--- config.mk ---
export PLATFORM = sky130hd
export DESIGN_NAME = modular_exponentiation_top
export DESIGN_NICKNAME = d
export VERILOG_FILES = /design/src/hdl/mexp_pkg.sv /design/src/hdl/modular_exponentiation_top.sv /design/src/hdl/mexp_mulmod.sv
export SDC_FILE = /design/constraint.sdc
export NUM_CORES = 1
export LEC_CHECK = 0
export ABC_AREA = 0
export BUFFER_PORTS_ARGS = -buffer_cell sky130_fd_sc_hd__buf_2
export CORE_UTILIZATION = 40
export DETAILED_ROUTE_END_ITERATION = 6
export PLACE_DENSITY = 0.66
export SKIP_CTS_REPAIR_TIMING = 1
export SLEW_MARGIN = 40
export SYNTH_ARGS = -nofsm -noshare
export SYNTH_HDL_FRONTEND = slang
export SYNTH_SLANG_ARGS = --single-unit
--- constraint.sdc ---
create_clock -name clk -period 18.64 [get_ports clk]
set_clock_uncertainty 0.05 [all_clocks]
set_input_delay 1.864 -clock clk [delete_from_list [all_inputs] [get_ports clk]]
set_output_delay 1.864 -clock clk [all_outputs]
set_load 0.01 [all_outputs]
--- src/hdl/mexp_pkg.sv ---
// Shared types and constants for the modular exponentiation block.
package mexp_pkg;

	// Status of the shared modular multiplier, as seen by the sequencer
	typedef struct packed {
		logic busy;
		logic done;
	} mul_stat_t;

	// Sequencer state codes
	localparam logic [1:0] S_IDLE = 2'd0;
	localparam logic [1:0] S_RED  = 2'd1;
	localparam logic [1:0] S_SQR  = 2'd2;
	localparam logic [1:0] S_MUL  = 2'd3;

endpackage

--- src/hdl/modular_exponentiation_top.sv ---
// Modular exponentiation top level: square-and-multiply sequencer around one modular multiplier.
// An item is taken when start is high and busy is low. Busy then stays high until the result is
// shown. A zero modulus never raises busy. Each modular product runs bit-serially through one
// shared multiplier, one bit of the multiplier operand per cycle. An item takes one product to
// reduce the base, plus one squaring per exponent bit and one multiply per set exponent bit.
// A zero modulus is answered in the next cycle with bad_modulus set. The result is marked by
// done, which is high for a single cycle; power_mod and bad_modulus hold it until the next item
// is taken. The receiver cannot stall it, so it must take it in that cycle.
module modular_exponentiation_top #(
	parameter int OPERAND_WIDTH = 31
) (
	input  logic                     clk,
	input  logic                     arst_n,
	input  logic                     start,
	output logic                     busy,
	input  logic [OPERAND_WIDTH-1:0] base,
	input  logic [OPERAND_WIDTH-1:0] exponent,
	input  logic [OPERAND_WIDTH-1:0] modulus,
	output logic                     done,
	output logic [OPERAND_WIDTH-1:0] power_mod,
	output logic                     bad_modulus
);

	localparam int W  = OPERAND_WIDTH;
	localparam int KW = $clog2(W);

	logic [1:0]    state_q;
	logic [W-1:0]  base_q;
	logic [W-1:0]  exp_q;
	logic [W-1:0]  mod_q;
	logic [KW-1:0] k_q;
	logic [W-1:0]  op_a_q;
	logic [W-1:0]  op_b_q;
	logic          go_q;
	logic          done_q;
	logic [W-1:0]  result_q;
	logic          bad_q;

	mexp_pkg::mul_stat_t mul_stat;
	logic [W-1:0]        prod;

	mexp_mulmod #(
		.W(W)
	) u_mulmod (
		.clk   (clk),
		.arst_n(arst_n),
		.go    (go_q),
		.a     (op_a_q),
		.b     (op_b_q),
		.m     (mod_q),
		.stat  (mul_stat),
		.prod  (prod)
	);

	always_ff @(posedge clk or negedge arst_n) begin
		if (!arst_n) begin
			state_q <= mexp_pkg::S_IDLE;
			go_q    <= 1'b0;
			done_q  <= 1'b0;
		end else begin
			go_q   <= 1'b0;
			done_q <= 1'b0;
			unique case (state_q)
				mexp_pkg::S_IDLE: begin
					if (start) begin
						if (modulus == '0) begin
							done_q <= 1'b1;
						end else begin
							go_q    <= 1'b1;
							state_q <= mexp_pkg::S_RED;
						end
					end
				end
				mexp_pkg::S_RED: begin
					if (mul_stat.done) begin
						go_q    <= 1'b1;
						state_q <= mexp_pkg::S_SQR;
					end
				end
				mexp_pkg::S_SQR: begin
					if (mul_stat.done) begin
						if (exp_q[W-1]) begin
							go_q    <= 1'b1;
							state_q <= mexp_pkg::S_MUL;
						end else if (k_q == '0) begin
							done_q  <= 1'b1;
							state_q <= mexp_pkg::S_IDLE;
						end else begin
							go_q <= 1'b1;
						end
					end
				end
				mexp_pkg::S_MUL: begin
					if (mul_stat.done) begin
						if (k_q == '0) begin
							done_q  <= 1'b1;
							state_q <= mexp_pkg::S_IDLE;
						end else begin
							go_q    <= 1'b1;
							state_q <= mexp_pkg::S_SQR;
						end
					end
				end
				default: begin
					state_q <= mexp_pkg::S_IDLE;
				end
			endcase
		end
	end

	// Operand and data path; the multiplier latches op_a_q/op_b_q when go_q is high
	always_ff @(posedge clk) begin
		unique case (state_q)
			mexp_pkg::S_IDLE: begin
				if (start) begin
					exp_q    <= exponent;
					mod_q    <= modulus;
					op_a_q   <= W'(1);
					op_b_q   <= base;
					k_q      <= KW'(W - 1);
					result_q <= '0;
					bad_q    <= (modulus == '0);
				end
			end
			mexp_pkg::S_RED: begin
				if (mul_stat.done) begin
					base_q <= prod;
					// square the starting value, 1 mod m
					op_a_q <= (mod_q == W'(1)) ? '0 : W'(1);
					op_b_q <= (mod_q == W'(1)) ? '0 : W'(1);
				end
			end
			mexp_pkg::S_SQR: begin
				if (mul_stat.done) begin
					result_q <= prod;
					if (exp_q[W-1]) begin
						op_a_q <= base_q;
						op_b_q <= prod;
					end else if (k_q != '0) begin
						k_q    <= k_q - 1'b1;
						exp_q  <= {exp_q[W-2:0], 1'b0};
						op_a_q <= prod;
						op_b_q <= prod;
					end
				end
			end
			mexp_pkg::S_MUL: begin
				if (mul_stat.done) begin
					result_q <= prod;
					if (k_q != '0) begin
						k_q    <= k_q - 1'b1;
						exp_q  <= {exp_q[W-2:0], 1'b0};
						op_a_q <= prod;
						op_b_q <= prod;
					end
				end
			end
			default: begin
				result_q <= '0;
			end
		endcase
	end

	assign busy        = (state_q != mexp_pkg::S_IDLE);
	assign done        = done_q;
	assign power_mod   = result_q;
	assign bad_modulus = bad_q;

	a_done_idle: assert property (@(posedge clk) disable iff (!arst_n)
		done |-> !busy)
		else $error("result shown while still busy");

	a_bad_zero: assert property (@(posedge clk) disable iff (!arst_n)
		done && bad_modulus |-> power_mod == '0)
		else $error("error result is not zero");

	a_zero_mod: assert property (@(posedge clk) disable iff (!arst_n)
		start && !busy && modulus == '0 |=> done && bad_modulus)
		else $error("zero modulus not answered at once");

	a_in_range: assert property (@(posedge clk) disable iff (!arst_n)
		done && !bad_modulus |-> power_mod < mod_q)
		else $error("result not reduced by the modulus");

	a_go_free: assert property (@(posedge clk) disable iff (!arst_n)
		go_q |-> !mul_stat.busy && busy)
		else $error("multiplier launched while running or idle");

	a_mul_done: assert property (@(posedge clk) disable iff (!arst_n)
		mul_stat.done |-> state_q != mexp_pkg::S_IDLE)
		else $error("product finished with the sequencer idle");

endmodule

--- src/hdl/mexp_mulmod.sv ---
// Bit-serial shift-and-add modular multiplier: one bit of b per cycle.
module mexp_mulmod #(
	parameter int W = 31
) (
	input  logic                clk,
	input  logic                arst_n,
	input  logic                go,
	input  logic [W-1:0]        a,
	input  logic [W-1:0]        b,
	input  logic [W-1:0]        m,
	output mexp_pkg::mul_stat_t stat,
	output logic [W-1:0]        prod
);

	localparam int CW = $clog2(W);

	logic [W-1:0]  acc_q;
	logic [W-1:0]  a_q;
	logic [W-1:0]  b_q;
	logic [W-1:0]  m_q;
	logic [CW-1:0] cnt_q;
	logic          run_q;
	logic          done_q;

	logic [W:0]   dbl_sum;
	logic [W-1:0] dbl_red;
	logic [W:0]   add_sum;
	logic [W-1:0] add_red;
	logic [W-1:0] acc_next;

	// Double the accumulator, then add a when the current bit of b is set; reduce after each
	always_comb begin
		dbl_sum = {1'b0, acc_q} + {1'b0, acc_q};
		if (dbl_sum >= {1'b0, m_q}) begin
			dbl_red = W'(dbl_sum - {1'b0, m_q});
		end else begin
			dbl_red = dbl_sum[W-1:0];
		end
		add_sum = {1'b0, dbl_red} + {1'b0, a_q};
		if (add_sum >= {1'b0, m_q}) begin
			add_red = W'(add_sum - {1'b0, m_q});
		end else begin
			add_red = add_sum[W-1:0];
		end
		acc_next = b_q[W-1] ? add_red : dbl_red;
	end

	always_ff @(posedge clk or negedge arst_n) begin
		if (!arst_n) begin
			run_q  <= 1'b0;
			done_q <= 1'b0;
			cnt_q  <= '0;
		end else begin
			done_q <= 1'b0;
			if (go) begin
				run_q <= 1'b1;
				cnt_q <= '0;
			end else if (run_q) begin
				if (cnt_q == CW'(W - 1)) begin
					run_q  <= 1'b0;
					done_q <= 1'b1;
				end else begin
					cnt_q <= cnt_q + 1'b1;
				end
			end
		end
	end

	always_ff @(posedge clk) begin
		if (go) begin
			acc_q <= '0;
			a_q   <= a;
			b_q   <= b;
			m_q   <= m;
		end else if (run_q) begin
			acc_q <= acc_next;
			b_q   <= {b_q[W-2:0], 1'b0};
		end
	end

	assign stat.busy = run_q;
	assign stat.done = done_q;
	assign prod      = acc_q;

endmodule

==> results_dict.tcl, run 1 <==
set metrics [dict create \
    clockBufferDepth 3 \
    area_growth_syn_to_layout_pct 13.18 \
    netlist_instances 1764 \
    core-area_mm2 0.04646 \
    via_per_inst 5.751 \
    syn_area_mm2 0.01882 \
    grt_setup_unrepaired "no" \
    final_hold_viol_count 0 \
    crit_type "reg -> reg" \
    clock-sinks 327 \
    n_antenna_cell 0 \
    yosysTopAreaCellShare 0.4547 \
    setup_tns_ns 0 \
    path_max_fanout 42 \
    holdWs_ns 0.3969 \
    drive_gt1_frac 0.1543 \
    yosysWarnings 0 \
    r2r_start "u_mulmod.m_q[2]" \
    cts-root-buf "clkbuf_16" \
    clk_pin_slew_ns 0.06 \
    cp-end-kind "register" \
    endpoint "u_mulmod.prod[21]" \
    synth_common_cells "285 x edfxtp_1, 198 x nand2_1, 131 x nor2_1" \
    drc 0 \
    synth_edf_count 285 \
    r2r_end "u_mulmod.prod[21]" \
    post-synth-top-count-cell "edfxtp_1" \
    synth.area.top_cells "edfxtp_1 45%, ha_1 6.4%, nand2_1 3.9%" \
    track_usage 0.2303 \
    synth_flop_cell "edfxtp_1" \
    start_util 0.4051 \
    synth_cell_types 81 \
    yosysSeqAreaShare 0.5023 \
    synth_top_cell_by_area "edfxtp_1" \
    rows 79 \
    die_y_um 218.9 \
    numCtsBuffers 37 \
    reg2regPathDepth 31 \
    timing.fmax_mhz 111.4 \
    grt-ovfl-total 0 \
    die_area_mm2 0.04793 \
    critPathRequiredTime_ns 19.04 \
    worst_skew_pair.late_latency_ns 0.56 \
    hpwl_um 40870 \
    fillers 4321 \
    min_period_ns 8.973 \
    setup_violations 0 \
    place.gp.congestion 0.9366 \
    fin_crit_sh 0.4814 \
    critPathLaunchType "register" \
    rrSetupSlack_ns 9.67 \
    cp-startpoint "u_mulmod.m_q[2]" \
    vias 14380 \
    wl_per_cell_um 22.06 \
    fp.dieW_um 218.9 \
    first_pass_iters 5 \
    ys_async_sr_fraction 0.03364 \
    grt_max_degree 91 \
    synth_nets 1959 \
    status "complete, no violations" \
    grt_pass1_vias 14160 \
    slowest_delay_ns 0.66 \
    io_buffers 129 \
    worstMarginPinSlew_ns 0.8905 \
    cts_tree "yes" \
    grt_pass1_wl_um 83650 \
    routed_wl_um 55140 \
    antenna_found_initial 0 \
    min_path_type "reg -> reg" \
    slew_headroom 0.4048 \
    slew_violations 0 \
    ios 130 \
    cp_slowest_cell "a2111oi_1" \
    cap_violations 0 \
    worstPathArrival_ns 9.37 \
    htree_levels 2 \
    nets 2061 \
    drtIter0Drc 1257 \
    postSynthRegisterBits 327 \
    syn_avg_cell_area_um2 10.67 \
    final_antenna_net_count 0 \
]
-- layout by cell type (no fill, tap or decap), types with 9 or more instances in the layout --
cell	count
a211oi_1	27
a21o_1	33
a21oi_1	100
a22o_1	30
a311oi_1	37
a31oi_1	19
and2_1	40
and3_1	9
buf_2	129
buf_4	14
clkbuf_16	38
dfrtp_1	9
dfxtp_1	31
edfxtp_1	285
ha_1	96
inv_1	75
mux2_2	40
mux2_4	10
mux2i_1	38
nand2_1	197
nand2b_1	28
nand3_1	31
nand4_1	20
nor2_1	127
nor2b_1	9
nor3_1	20
nor4_1	20
o211ai_1	26
o21a_1	10
o21ai_0	93
o21bai_1	10
xnor2_1	52
xor2_1	29
-- per-stage QoR --
step / area (µm²) / worst slack (ns) / cells / util
floorplan: 18820 / 11.50 / 1764 / -
global placement: 20020 / 10.06 / 2434 / 0.4309
detailed placement: 20030 / 9.791 / 2434 / 0.4311
CTS: 21290 / 9.722 / 2500 / 0.4584
global route: 21300 / 9.067 / 2500 / 0.4586
finish: 21300 / 9.667 / 2500 / 0.4586
-- how the worst min path moves through the flow --
stage | start | endpoint | slack, ns | depth (start not counted)
6_report | mod_q[24] | u_mulmod.m_q[24] | 0.40 | 0
5_1_grt | op_a_q[8] | u_mulmod.a_q[8] | 0.41 | 0
4_1_cts | op_a_q[1] | u_mulmod.a_q[1] | 0.40 | 0
3_5_place_dp | op_a_q[1] | u_mulmod.a_q[1] | 0.38 | 0
3_3_place_gp | op_a_q[14] | u_mulmod.a_q[14] | 0.38 | 0
2_1_floorplan | op_a_q[0] | u_mulmod.a_q[0] | 0.38 | 0
-- layer usage --
layer | global-route usage | vias to the layer above | wire, µm | share of wire
met3 | 0.03160 | 83 | 2653 | 0.048
met1 | 0.2878 | 7089 | 22860 | 0.41
met4 | 0.07801 | 0 | 1656 | 0.030
met2 | 0.4062 | 381 | 27980 | 0.51
li1 | - | 6825 | - | -
met5 | 0 | - | 0 | 0
-- logic make-up (layout without fill, tap and decap cells) --
| family | after synthesis | in the layout | synth area share |
|---|---|---|---|
| AOI/OAI and AO/OA | 473 | 473 | 0.1730 |
| xor gates and xnor gates | 81 | 81 | 0.03769 |
| adders and majority gates | 99 | 99 | 0.06701 |
| muxes | 88 | 88 | 0.05212 |
| DFF | 327 | 327 | 0.5023 |
| buffers and inverters | 160 | 289 | 0.03523 |
| and+or+nand+nor | 536 | 536 | 0.1326 |
-- cell type report --
class | count | area (µm²) | area share
Clock buffer | 44 | 973.4 | 0.04569
Sequential cell | 327 | 9459 | 0.4440
Timing Repair Buffer | 146 | 784.5 | 0.03683
Tap cell | 607 | 759.5 | 0.03565
Inverter | 77 | 289.0 | 0.01357
Multi-Input combinational cell | 1277 | 8746 | 0.4105
Clock inverter | 22 | 291.5 | 0.01368
-- worst max-delay path, delay by kind of cell (launching register included) --
kind / cells / cell delay (ns)
AOI/OAI and AO/OA: 14 / 3.97
xor gates and xnor gates: 1 / 0.14
adders and majority gates: 3 / 1.08
buffers and inverters: 4 / 0.85
DFF: 1 / 0.33
muxes: 1 / 0.28
and+or+nand+nor: 8 / 2.12
Power of run 1 is not shown: default switching activity piles up to over one toggle a cycle in this logic, so the estimate is an artifact.
==> inputs of run 2 (changes only) <==
--- a/config.mk
+++ b/config.mk
@@ -5,11 +5,11 @@
 export SDC_FILE = /design/constraint.sdc
 export NUM_CORES = 1
 export LEC_CHECK = 0
-export ABC_AREA = 0
+export ABC_AREA = 1
 export BUFFER_PORTS_ARGS = -buffer_cell sky130_fd_sc_hd__buf_2
 export CORE_UTILIZATION = 40
 export DETAILED_ROUTE_END_ITERATION = 6
-export PLACE_DENSITY = 0.66
+export PLACE_DENSITY = 0.65
 export SKIP_CTS_REPAIR_TIMING = 1
 export SLEW_MARGIN = 40
 export SYNTH_ARGS = -nofsm -noshare
==> constraint.sdc (replaced) <==
create_clock -name clk -period 8.5 [get_ports clk]
set_clock_uncertainty 0.05 [all_clocks]
set_input_delay 0.85 -clock clk [delete_from_list [all_inputs] [get_ports clk]]
set_output_delay 0.85 -clock clk [all_outputs]
set_load 0.01 [all_outputs]
==> run 2 against run 1 <==
Compared with the run above:
- global-route usage increased by 6.0 points
- routed wire length increased by 41%
- cell area increased by 11%
- synthesized cell count increased by 57%
- maximum frequency increased by 18%
- hold slack got worse by 0.29 ns
- non-clock buffer count increased by 13
- die area increased by 11%
- clock-buffer cell count increased by 7
- register-to-register slack got worse by 8.8 ns
- via count increased by 34%
- highest routed layer unchanged
==> results_dict.tcl, run 2 <==
set metrics [dict create \
    via_per_inst 5.342 \
    synth_cell_types 45 \
    path_max_fanout 32 \
    fp.dieW_um 231.0 \
    die_area_mm2 0.05337 \
    setup_tns_ns 0 \
    syn_avg_cell_area_um2 7.585 \
    start_util 0.4065 \
    yosysWarnings 0 \
    slew_headroom 0.4465 \
    clockBufferDepth 3 \
    cp-startpoint "u_mulmod.m_q[0]" \
    crit_type "reg -> reg" \
    die_y_um 231.0 \
    netlist_instances 2766 \
    cts_tree "yes" \
    cp-end-kind "register" \
    drc 0 \
    critPathLaunchType "register" \
    clk_pin_slew_ns 0.07 \
    cp_slowest_cell "nor4_1" \
    track_usage 0.2904 \
    setup_violations 0 \
    grt_pass1_vias 18520 \
    r2r_start "u_mulmod.m_q[0]" \
    ys_async_sr_fraction 0.03364 \
    nets 3082 \
    yosysTopAreaCellShare 0.4079 \
    vias 19200 \
    cap_violations 0 \
    cts-root-buf "clkbuf_16" \
    status "complete, no violations" \
    io_buffers 129 \
    grt_max_degree 74 \
    core-area_mm2 0.05161 \
    ios 130 \
    place.gp.congestion 1.032 \
    slowest_delay_ns 0.59 \
    synth_top_cell_by_area "edfxtp_1" \
    worst_skew_pair.late_latency_ns 0.57 \
    dp_slack_ns 1.256 \
    synth_flop_cell "edfxtp_1" \
    dpl_cell_area_mm2 0.02240 \
    antenna_found_initial 0 \
    area_growth_syn_to_layout_pct 12.21 \
    timing.fmax_mhz 131.8 \
    grt-ovfl-total 0 \
    slew_violations 0 \
    clock-sinks 327 \
    r2r_end "u_mulmod.prod[25]" \
    yosysSeqAreaShare 0.4506 \
    critPathRequiredTime_ns 8.95 \
    synth_edf_count 285 \
    min_path_type "in -> async" \
    grt_pass1_wl_um 115000 \
    syn_area_mm2 0.02098 \
    rows 83 \
    crit_top_cell "nand2_1" \
    fillers 5176 \
    synth_common_cells "935 x nand2_1, 442 x inv_1, 285 x edfxtp_1" \
    worstMarginPinSlew_ns 0.8272 \
    n_antenna_cell 0 \
    reg2regPathDepth 30 \
    stdcell_area_mm2 0.02354 \
    synth.area.top_cells "edfxtp_1 41%, nand2_1 17%, inv_1 7.9%" \
    synth_nets 2961 \
    grt_setup_unrepaired "no" \
    rrSetupSlack_ns 0.91 \
    final_cell_mix "933 x nand2_1, 437 x inv_1, 285 x edfxtp_1, 205 x nor2_1, 199 x nand3_1" \
    htree_levels 2 \
    fin_ws_ns 0.9101 \
    drtIter0Drc 1919 \
    routed_wl_um 77620 \
    postSynthRegisterBits 327 \
    holdWs_ns 0.1082 \
    hpwl_um 61300 \
    wl_per_cell_um 21.59 \
    drive_gt1_frac 0.08679 \
    first_pass_iters 6 \
    worstPathArrival_ns 8.04 \
    final_antenna_net_count 0 \
    min_period_ns 7.590 \
    fin_crit_sh 0.8929 \
    final_hold_viol_count 0 \
    post-synth-top-count-cell "nand2_1" \
    final_common_cell "nand2_1" \
    numCtsBuffers 37 \
]
run 2: cell count changes in the layout (fill, tap and decap cells not counted), moves of 38 or more:
cell / change
nand3_1: +168
mux2_2: -40
nor2_1: +78
inv_1: +362
mux2i_1: -38
nand2_1: +736
run 2: logic make-up (layout without fill, tap and decap cells):
| family | after synthesis | in the layout | share of synthesized area |
|---|---|---|---|
| buffers and inverters | 524 | 673 | 0.09668 |
| AO/OA/AOI/OAI | 282 | 282 | 0.07622 |
| adder cells (fa/ha/maj) | 99 | 99 | 0.06012 |
| flip-flops | 327 | 327 | 0.4506 |
| XOR/XNOR | 49 | 49 | 0.02046 |
| AND/OR/NAND/NOR | 1485 | 1485 | 0.2959 |
run 2: cell type report:
class                   instances  area [µm²]  area share
repair buffers                159       882.1     0.03747
multi-input cells            1915        9529      0.4048
clock buffers                  51       998.5     0.04242
flip-flops and latches        327        9463      0.4020
inverters                     447        1679     0.07133
clock inverters                16       137.6    0.005847
well taps                     680       850.8     0.03614
run 2: metal layers:
metal,track usage,share of wire,up-vias
li1,-,-,9213
met1,0.4034,0.44,9082
met2,0.4694,0.46,796
met3,0.03974,0.073,112
met4,0.08713,0.031,0
met5,0,0,-
run 2: how the worst max path moves through the flow:
| stage | to | slack (ns) | cells after the start |
|---|---|---|---|
| after floorplan | exp_q[0] | 3.15 | 6 |
| after global placement | u_mulmod.prod[25] | 1.19 | 30 |
| after detailed placement | u_mulmod.prod[25] | 1.26 | 30 |
| after CTS | u_mulmod.prod[25] | 1.20 | 30 |
| after global routing | u_mulmod.prod[25] | 0.49 | 30 |
| final | u_mulmod.prod[25] | 0.91 | 30 |
run 2: metrics by stage:
step,util,std cells
2_1_floorplan,-,2766
3_3_place_gp,0.4335,3527
3_5_place_dp,0.4340,3528
4_1_cts,0.4560,3595
5_1_grt,0.4561,3595
6_report,0.4561,3595
run 2: critical path: cells and delay by family, from the launching register on:
family                   cells  cell delay (ns)
AND/OR/NAND/NOR             23             4.51
buffers and inverters        4             0.92
flip-flops                   1             0.58
adder cells (fa/ha/maj)      3             1.42
Power of run 2 is left out for the same reason.
